### config.mk
export PLATFORM = sky130hd
export DESIGN_NAME = lcd_scanline_mode_timer
export DESIGN_NICKNAME = d
export VERILOG_FILES = /design/src/hw/rtl/lsmt_pkg.sv /design/src/hw/rtl/lsmt_in_reg.sv /design/src/hw/rtl/lsmt_timer.sv /design/src/hw/rtl/lcd_scanline_mode_timer.sv
export SDC_FILE = /design/constraint.sdc
export NUM_CORES = 1
export LEC_CHECK = 0
export ABC_AREA = 1
export BUFFER_PORTS_ARGS = -buffer_cell sky130_fd_sc_hd__buf_2
export CORE_ASPECT_RATIO = 0.5
export CORE_UTILIZATION = 58
export CTS_CLUSTER_DIAMETER = 40
export CTS_CLUSTER_SIZE = 12
export DETAILED_ROUTE_END_ITERATION = 16
export PLACE_DENSITY = 0.84
export SLEW_MARGIN = 10
export SYNTH_ARGS = -nofsm -noshare
export SYNTH_HDL_FRONTEND = slang
export SYNTH_SLANG_ARGS = --single-unit
export TNS_END_PERCENT = 1
### constraint.sdc
create_clock -name clk -period 3.2 [get_ports clk]
set_clock_uncertainty 0.2 [all_clocks]
set_input_delay 0.32 -clock clk [delete_from_list [all_inputs] [get_ports clk]]
set_output_delay 0.32 -clock clk [all_outputs]
set_load 0.005 [all_outputs]
### src/hw/rtl/lsmt_pkg.sv
`timescale 1ns / 1ps
`default_nettype none

package lsmt_pkg;

    typedef struct packed {
        logic       display_enable;
        logic [7:0] lyc;
        logic [3:0] stat_enables;
        logic [7:0] window_y;
    } item_t;

    typedef struct packed {
        logic [1:0] stat_mode;
        logic       coincidence;
        logic [7:0] line_number;
        logic       stat_irq;
        logic       vblank_irq;
        logic       oam_scan_start;
        logic       line_render;
        logic       window_line_hit;
    } result_t;

    typedef enum logic [1:0] {
        MODE_HBLANK = 2'd0,
        MODE_VBLANK = 2'd1,
        MODE_OAM    = 2'd2,
        MODE_XFER   = 2'd3
    } mode_t;

    localparam logic [8:0] DOT_STEP  = 9'd4;
    localparam logic [8:0] OAM_DOTS  = 9'd80;
    localparam logic [8:0] XFER_DOTS = 9'd172;
    localparam logic [8:0] HBL_DOTS  = 9'd204;
    localparam logic [8:0] LINE_DOTS = 9'd456;
    localparam logic [7:0] VBL_LINE  = 8'd144;
    localparam logic [7:0] LAST_LINE = 8'd153;

    localparam int EN_HBL_BIT = 0;
    localparam int EN_VBL_BIT = 1;
    localparam int EN_OAM_BIT = 2;
    localparam int EN_LYC_BIT = 3;

    localparam int STAT_COINC_BIT = 2;

    // status interrupt line level for the given enables, status bits and mode
    function automatic logic line_high(
        input logic [3:0] en,
        input logic [2:0] status,
        input mode_t      mode
    );
        logic high;
        high = (en[EN_LYC_BIT] && status[STAT_COINC_BIT])
            || (en[EN_OAM_BIT] && (mode == MODE_OAM))
            || (en[EN_VBL_BIT] && (mode == MODE_VBLANK))
            || (en[EN_HBL_BIT] && (mode == MODE_HBLANK));
        return high;
    endfunction

endpackage

`default_nettype wire

### src/hw/rtl/lsmt_in_reg.sv
`timescale 1ns / 1ps
`default_nettype none

module lsmt_in_reg
    import lsmt_pkg::*;
(
    input  wire logic  clk,
    input  wire logic  rst_n,
    input  wire logic  item_valid,
    output logic       item_ready,
    input  wire item_t item,
    output logic       step_valid,
    input  wire logic  step_ready,
    output item_t      step
);

    logic  valid_reg;
    logic  valid_next;
    item_t data_reg;

    assign item_ready = !valid_reg || step_ready;
    assign valid_next = item_valid || (valid_reg && !step_ready);

    always_ff @(posedge clk or negedge rst_n)
    begin
        if (!rst_n)
        begin
            valid_reg <= 1'b0;
        end
        else if (item_ready)
        begin
            valid_reg <= valid_next;
        end
    end

    always_ff @(posedge clk)
    begin
        if (item_valid && item_ready)
        begin
            data_reg <= item;
        end
    end

    assign step_valid = valid_reg;
    assign step       = data_reg;

endmodule

`default_nettype wire

### src/hw/rtl/lsmt_timer.sv
`timescale 1ns / 1ps
`default_nettype none

module lsmt_timer
    import lsmt_pkg::*;
(
    input  wire logic  clk,
    input  wire logic  rst_n,
    input  wire logic  step_valid,
    output logic       step_ready,
    input  wire item_t step,
    output logic       result_valid,
    input  wire logic  result_ready,
    output result_t    result
);

    mode_t      mode_reg;
    mode_t      mode_next;
    logic [8:0] dot_reg;
    logic [8:0] dot_next;
    logic [7:0] line_reg;
    logic [7:0] line_next;
    logic [2:0] status_reg;
    logic [2:0] status_next;
    logic       window_reg;
    logic       window_next;
    logic       out_valid_reg;
    result_t    out_reg;
    result_t    out_next;
    logic       advance;

    logic [8:0] dot_inc;
    logic [7:0] line_inc;
    logic       hit_inc;
    logic [2:0] status_adv;
    logic       sirq;
    logic       virq;
    logic       oam_start;
    logic       render;
    logic [3:0] en;

    assign step_ready = !out_valid_reg || result_ready;
    assign advance    = step_valid && step_ready;
    assign en         = step.stat_enables;

    always_comb
    begin
        mode_next   = mode_reg;
        dot_next    = dot_reg;
        line_next   = line_reg;
        status_next = status_reg;
        window_next = window_reg;
        sirq        = 1'b0;
        virq        = 1'b0;
        oam_start   = 1'b0;
        render      = 1'b0;
        dot_inc     = dot_reg + DOT_STEP;
        line_inc    = line_reg + 8'd1;
        hit_inc     = (line_inc == step.lyc);
        status_adv  = status_reg;
        status_adv[STAT_COINC_BIT] = status_reg[STAT_COINC_BIT] || hit_inc;

        if (!step.display_enable)
        begin
            mode_next      = MODE_HBLANK;
            dot_next       = '0;
            line_next      = '0;
            status_next[0] = 1'b0;
        end
        else
        begin
            dot_next = dot_inc;
            case (mode_reg)
                MODE_OAM:
                begin
                    if (dot_inc >= OAM_DOTS)
                    begin
                        oam_start = 1'b1;
                        dot_next  = '0;
                        mode_next = MODE_XFER;
                    end
                end
                MODE_XFER:
                begin
                    if (dot_inc >= XFER_DOTS)
                    begin
                        dot_next  = '0;
                        sirq      = !line_high(en, status_reg, mode_reg) && en[EN_HBL_BIT];
                        mode_next = MODE_HBLANK;
                        render    = 1'b1;
                    end
                end
                MODE_HBLANK:
                begin
                    if (dot_inc >= HBL_DOTS)
                    begin
                        dot_next  = '0;
                        line_next = line_inc;
                        sirq      = !line_high(en, status_reg, mode_reg) && hit_inc
                                    && en[EN_LYC_BIT];
                        if (line_inc == step.window_y)
                        begin
                            window_next = 1'b1;
                        end
                        if (line_inc == VBL_LINE)
                        begin
                            sirq = sirq || (!line_high(en, status_adv, mode_reg)
                                   && (en[EN_VBL_BIT] || en[EN_OAM_BIT]));
                            mode_next = MODE_VBLANK;
                            virq      = 1'b1;
                        end
                        else
                        begin
                            sirq = sirq || (!line_high(en, status_adv, mode_reg)
                                   && en[EN_OAM_BIT]);
                            mode_next = MODE_OAM;
                        end
                    end
                end
                default:
                begin
                    window_next = 1'b0;
                    if (dot_inc >= LINE_DOTS)
                    begin
                        dot_next  = '0;
                        line_next = line_inc;
                        sirq      = !line_high(en, status_reg, mode_reg) && hit_inc
                                    && en[EN_LYC_BIT];
                        if (line_inc > LAST_LINE)
                        begin
                            sirq = sirq || (!line_high(en, status_adv, mode_reg)
                                   && en[EN_OAM_BIT]);
                            mode_next = MODE_OAM;
                            line_next = '0;
                            if (step.window_y == 8'd0)
                            begin
                                window_next = 1'b1;
                            end
                        end
                    end
                end
            endcase
            status_next = {line_next == step.lyc, mode_next};
        end

        out_next.stat_mode       = status_next[1:0];
        out_next.coincidence     = status_next[STAT_COINC_BIT];
        out_next.line_number     = line_next;
        out_next.stat_irq        = sirq;
        out_next.vblank_irq      = virq;
        out_next.oam_scan_start  = oam_start;
        out_next.line_render     = render;
        out_next.window_line_hit = window_next;
    end

    always_ff @(posedge clk or negedge rst_n)
    begin
        if (!rst_n)
        begin
            mode_reg      <= MODE_HBLANK;
            dot_reg       <= '0;
            line_reg      <= '0;
            status_reg    <= '0;
            window_reg    <= 1'b0;
            out_valid_reg <= 1'b0;
        end
        else
        begin
            if (advance)
            begin
                mode_reg   <= mode_next;
                dot_reg    <= dot_next;
                line_reg   <= line_next;
                status_reg <= status_next;
                window_reg <= window_next;
            end
            if (step_ready)
            begin
                out_valid_reg <= step_valid;
            end
        end
    end

    always_ff @(posedge clk)
    begin
        if (advance)
        begin
            out_reg <= out_next;
        end
    end

    assign result_valid = out_valid_reg;
    assign result       = out_reg;

`ifndef NO_ASSERTIONS
    a_line_range: assert property (@(posedge clk) disable iff (!rst_n)
        line_reg <= LAST_LINE)
        else $error("line counter beyond last line");

    a_vblank_lines: assert property (@(posedge clk) disable iff (!rst_n)
        (mode_reg == MODE_VBLANK) == (line_reg >= VBL_LINE))
        else $error("vblank mode and line counter disagree");

    a_dot_range: assert property (@(posedge clk) disable iff (!rst_n)
        dot_reg < LINE_DOTS)
        else $error("dot counter beyond line length");

    a_vblank_irq_line: assert property (@(posedge clk) disable iff (!rst_n)
        (out_valid_reg && out_reg.vblank_irq) |->
        (out_reg.line_number == VBL_LINE && out_reg.stat_mode == MODE_VBLANK))
        else $error("vblank interrupt off line 144");

    a_single_event: assert property (@(posedge clk) disable iff (!rst_n)
        advance |=> $onehot0({out_reg.vblank_irq, out_reg.oam_scan_start,
                              out_reg.line_render}))
        else $error("more than one mode event in one beat");
`endif

endmodule

`default_nettype wire

### src/hw/rtl/lcd_scanline_mode_timer.sv
// LCD scanline mode timer: one tick beat in, one status beat out, at a sustained rate of one
// beat per clock while result_ready stays high. Each tick is captured in an input register,
// and the mode, dot and line counters update in a single combinational pass into the result
// register, so a tick passes the input register and then the result register before
// result_valid rises. Both registers stall on result_ready: while a finished result waits, the
// input register still takes one more tick, and later ticks wait until that result is taken.
`timescale 1ns / 1ps
`default_nettype none

module lcd_scanline_mode_timer
    import lsmt_pkg::*;
(
    input  wire logic    clk,
    input  wire logic    rst_n,
    input  wire logic    item_valid,
    output logic         item_ready,
    input  wire item_t   item,
    output logic         result_valid,
    input  wire logic    result_ready,
    output result_t      result
);

    logic  step_valid;
    logic  step_ready;
    item_t step;

    lsmt_in_reg u_in_reg (
        .clk        (clk),
        .rst_n      (rst_n),
        .item_valid (item_valid),
        .item_ready (item_ready),
        .item       (item),
        .step_valid (step_valid),
        .step_ready (step_ready),
        .step       (step)
    );

    lsmt_timer u_timer (
        .clk          (clk),
        .rst_n        (rst_n),
        .step_valid   (step_valid),
        .step_ready   (step_ready),
        .step         (step),
        .result_valid (result_valid),
        .result_ready (result_ready),
        .result       (result)
    );

endmodule

`default_nettype wire

==> parameters.txt <==
Parameter                              Value

Outcome
  Outcome ... finished with violations
  Violated checks ... design-rule violations

Detailed routing
  Post-route DRC violation count ... 1
  Initial DRT Pass Iterations ... 11
  Via count ... 3209
  Avg Vias per Cell ... between 5 and 6
  Drt total wl ... between 9000 and 10000 um
  Wire length per cell after detailed routing ... 16.5 um
  Violation count after the first detailed-route iteration ... approximately 270
  Post-detailed-route count of antenna-violating nets ... 0

Synth
  Synth area leaders ... sky130_fd_sc_hd__edfxtp_1, sky130_fd_sc_hd__dfrtp_1, sky130_fd_sc_hd__nand2_1
  Yosys cell types ... 39
  Synth Area in Simple Gates ... 0.329
  Sequential element share of the synthesized area ... 0.472
  Cell type with the largest total area after synthesis ... sky130_fd_sc_hd__edfxtp_1
  Register bit total from synthesis ... 59
  Synth top area share ... 0.316
  Synth Area in Adders ... 0.0178
  XOR/XNOR share of the synthesized area ... 0.0270
  Post-Syn Nets ... around 460
  Mapped Area ... approximately 3500 um2
  Share of cell area taken by muxes after synthesis ... 0
  Warning count from the yosys run ... 0
  Instance count of the mapped netlist ... approximately 430
  Combinational family with the most area after synthesis ... simple AND/OR/NAND/NOR gates
  Compound-cell area share of the yosys netlist ... 0.0747
  Average instance area after synthesis ... 8.28 um2

Setup path
  Sort of element at the start of the critical path ... flip-flop
  Critical path arrival ... 2.77 ns
  Worst Path Max Fanout ... 10
  Worst Setup End Kind ... flip-flop
  Required time of the critical path ... 3.09 ns
  Setup CP Type ... reg2reg

Timing
  Final TNS setup ... 0 ns
  Final Max Tran Viols ... 0
  Maximum frequency from static timing analysis ... 346 MHz
  Unrepaired setup endpoints after global routing ... false
  Final Hold Violating Endpoints ... 0
  Worst slew pin tran ... 0.811 ns
  Crit share post-route ... 0.902
  Worst Hold Margin ... between 0.05 and 0.06 ns
  Setup Viol. Count Final ... 0
  Worst-case headroom to the max-slew limit ... 0.459
  Min Clock Period, post-route ... between 2 and 3 ns

Cells and area
  Count of filler cells inserted in the layout ... just under 400
  Ant diodes ... 0
  Layout-stage area growth over the synthesis result ... 23.7%
  Sequential cell area ... 1660 um2
  Final net count ... around 530
  Flip-flop count of the largest register after layout ... 21
  Footprint of the multi-input gates ... between 1500 and 2000 um2
  Share of layout cells above drive strength 1 ... 0.202

Pwr
  Static leakage ... roughly 2 nW
  Max IR drop VDD ... approximately 0.55 mV
  Power density relative to cell area ... slightly below 500 nW/um2

Placed design
  Final estimated routing congestion in global placement ... ~0.96
  Input/output buffers ... 42
  DPL Wire Length ... around 6500 um

Global route
  GRT Overall Usage ... 0.327
  Largest net degree at the start of global routing ... 30
  Global-route wire length before repair ... ~15000 um
  Number of global-route vias before repair ... between 2000 and 3000
  Total global routing overflow ... 0
  Antenna violations before repair ... 0

CTS
  Cts bufs inserted ... 9
  Setup Fix Bufs, Post-CTS ... 0
  Maximum clock insertion buffer count ... 2
  Buffer type at the clock tree root ... sky130_fd_sc_hd__clkbuf_16
  Clock tree from TritonCTS ... yes
  H-tree levels ... 3
  Clock net sink count ... approximately 60
  Later-pin clock latency in the skew report ... ~0.34 ns
  Clock transition at path regs ... 0.05 ns

Die
  Number of rows in the core area ... 19
  Overall die height ... 57.1 um
  Standard cell core area ... about 5700 um2
  Horiz. Die Dim ... 112 um
  Die area ... 6400 um2
  Effective utilization at floorplan ... 0.622
  Number of I/O pins ... 43

Job
  # Max-Cap Violations ... 0

Hold path
  Hold WC Path Type ... in2reg
-- routing by layer --
layer	up-vias	track usage	part of all wire
li1	1551	-	-
met1	1485	0.434	0.44
met2	154	0.505	0.44
met3	19	0.120	0.10
met4	0	0.112	0.021
met5	-	0	0
-- where the power goes --
group | switching (mW) | leakage (nW) | internal [mW]
Clock | 0.323 | 0.151 | 0.632
Sequential | 0.0404 | 0.663 | 0.878
Combinational | 0.166 | 1.19 | 0.104
-- metrics by stage --
stage	power [mW]	utilization	setup WS (ns)	cell area, um2	instances
after floorplan	1.08	-	0.800	3520	425
after global placement	1.16	0.675	0.390	3820	538
after detailed placement	1.17	0.675	0.384	3820	538
after CTS	2.14	0.769	0.372	4350	577
after global routing	2.22	0.769	0.0441	4350	577
final	2.14	0.769	0.313	4350	577
-- final timing paths --
check | slack, ns | start | to | cells past startpoint
setup / recovery | 0.31 | u_timer.line_reg[0] | u_timer.result[13] | 19
hold / removal | 0.05 | result_ready | u_timer.result_valid | 4
setup reg to reg | 0.31 | u_timer.line_reg[0] | u_timer.result[13] | 19
hold reg to reg | 0.33 | u_timer.status_reg[2] | u_timer.status_reg[2] | 2
max in group asynchronous | 2.07 | rst_n | u_timer.dot_reg[7] | 2
min in group asynchronous | 0.35 | rst_n | u_timer.line_reg[1] | 2
-- layout make-up --
type / instances / area share
clock buffer: 15 / 0.0687
clock inverter: 1 / 0.00115
inverter: 67 / 0.0584
multi-input combinational: 294 / 0.363
sequential: 59 / 0.382
tap: 73 / 0.0210
timing repair buffer: 68 / 0.106
-- logic make-up (layout without fill, tap and decap cells) --
| family | count (synthesis) | after routing |
|---|---|---|
| compound gates | 43 | 43 |
| flops | 59 | 59 |
| xor+xnor | 10 | 10 |
| fa+ha+maj | 5 | 5 |
| simple gates | 236 | 236 |
| buf+inv | 72 | 151 |
-- cell usage in the layout (no fill, tap or decap), drive strengths merged, types with 15 or more instances in the layout --
master,synthesis,final
nand2,120,120
inv,66,66
nand3,48,48
buf,2,45
nor2,44,44
edfxtp,37,37
dlygate4sd3,0,23
dfrtp,22,22
o21ai,18,18
clkbuf,3,15
-- cells in the mapped netlist (all sizes together) --
cell type	number
o21ai	18
o2111ai	1
ha	5
o31ai	2
o22ai	4
xor2	7
xnor2	3
nand4	13
a31oi	2
o21bai	2
clkbuf	3
or2	2
nand3	48
inv	66
clkinv	1
nor4	3
buf	2
a21oi	11
o32ai	2
o2bb2ai	1
nand2	120
dfrtp	22
nor3	6
edfxtp	37
nor2	44
-- worst max-delay path, cell delays in order (launching register included) --
cell	delay, ns
sky130_fd_sc_hd__dfrtp_1	0.52
sky130_fd_sc_hd__ha_1	0.31
sky130_fd_sc_hd__nand2_2	0.13
sky130_fd_sc_hd__clkinv_1	0.11
sky130_fd_sc_hd__nor2_4	0.20
sky130_fd_sc_hd__nor2_1	0.08
sky130_fd_sc_hd__nor2_2	0.17
sky130_fd_sc_hd__nand2_1	0.08
sky130_fd_sc_hd__nand2_1	0.07
sky130_fd_sc_hd__nand3_1	0.12
sky130_fd_sc_hd__nand2_1	0.11
sky130_fd_sc_hd__nand3_1	0.09
sky130_fd_sc_hd__nand2_1	0.09
sky130_fd_sc_hd__nand2_1	0.05
sky130_fd_sc_hd__nand2_1	0.06
sky130_fd_sc_hd__inv_1	0.04
sky130_fd_sc_hd__nand3_2	0.06
sky130_fd_sc_hd__nor2_2	0.04
sky130_fd_sc_hd__nand2_1	0.05
sky130_fd_sc_hd__nand2_1	0.06
-- timing repair --
action | 4_1_cts | 5_1_grt
resized for setup | 0 | 0
hold endpoints to repair | 44 | 0
hold buffers | 23 | 0
Power figures use the tool's default switching activity.
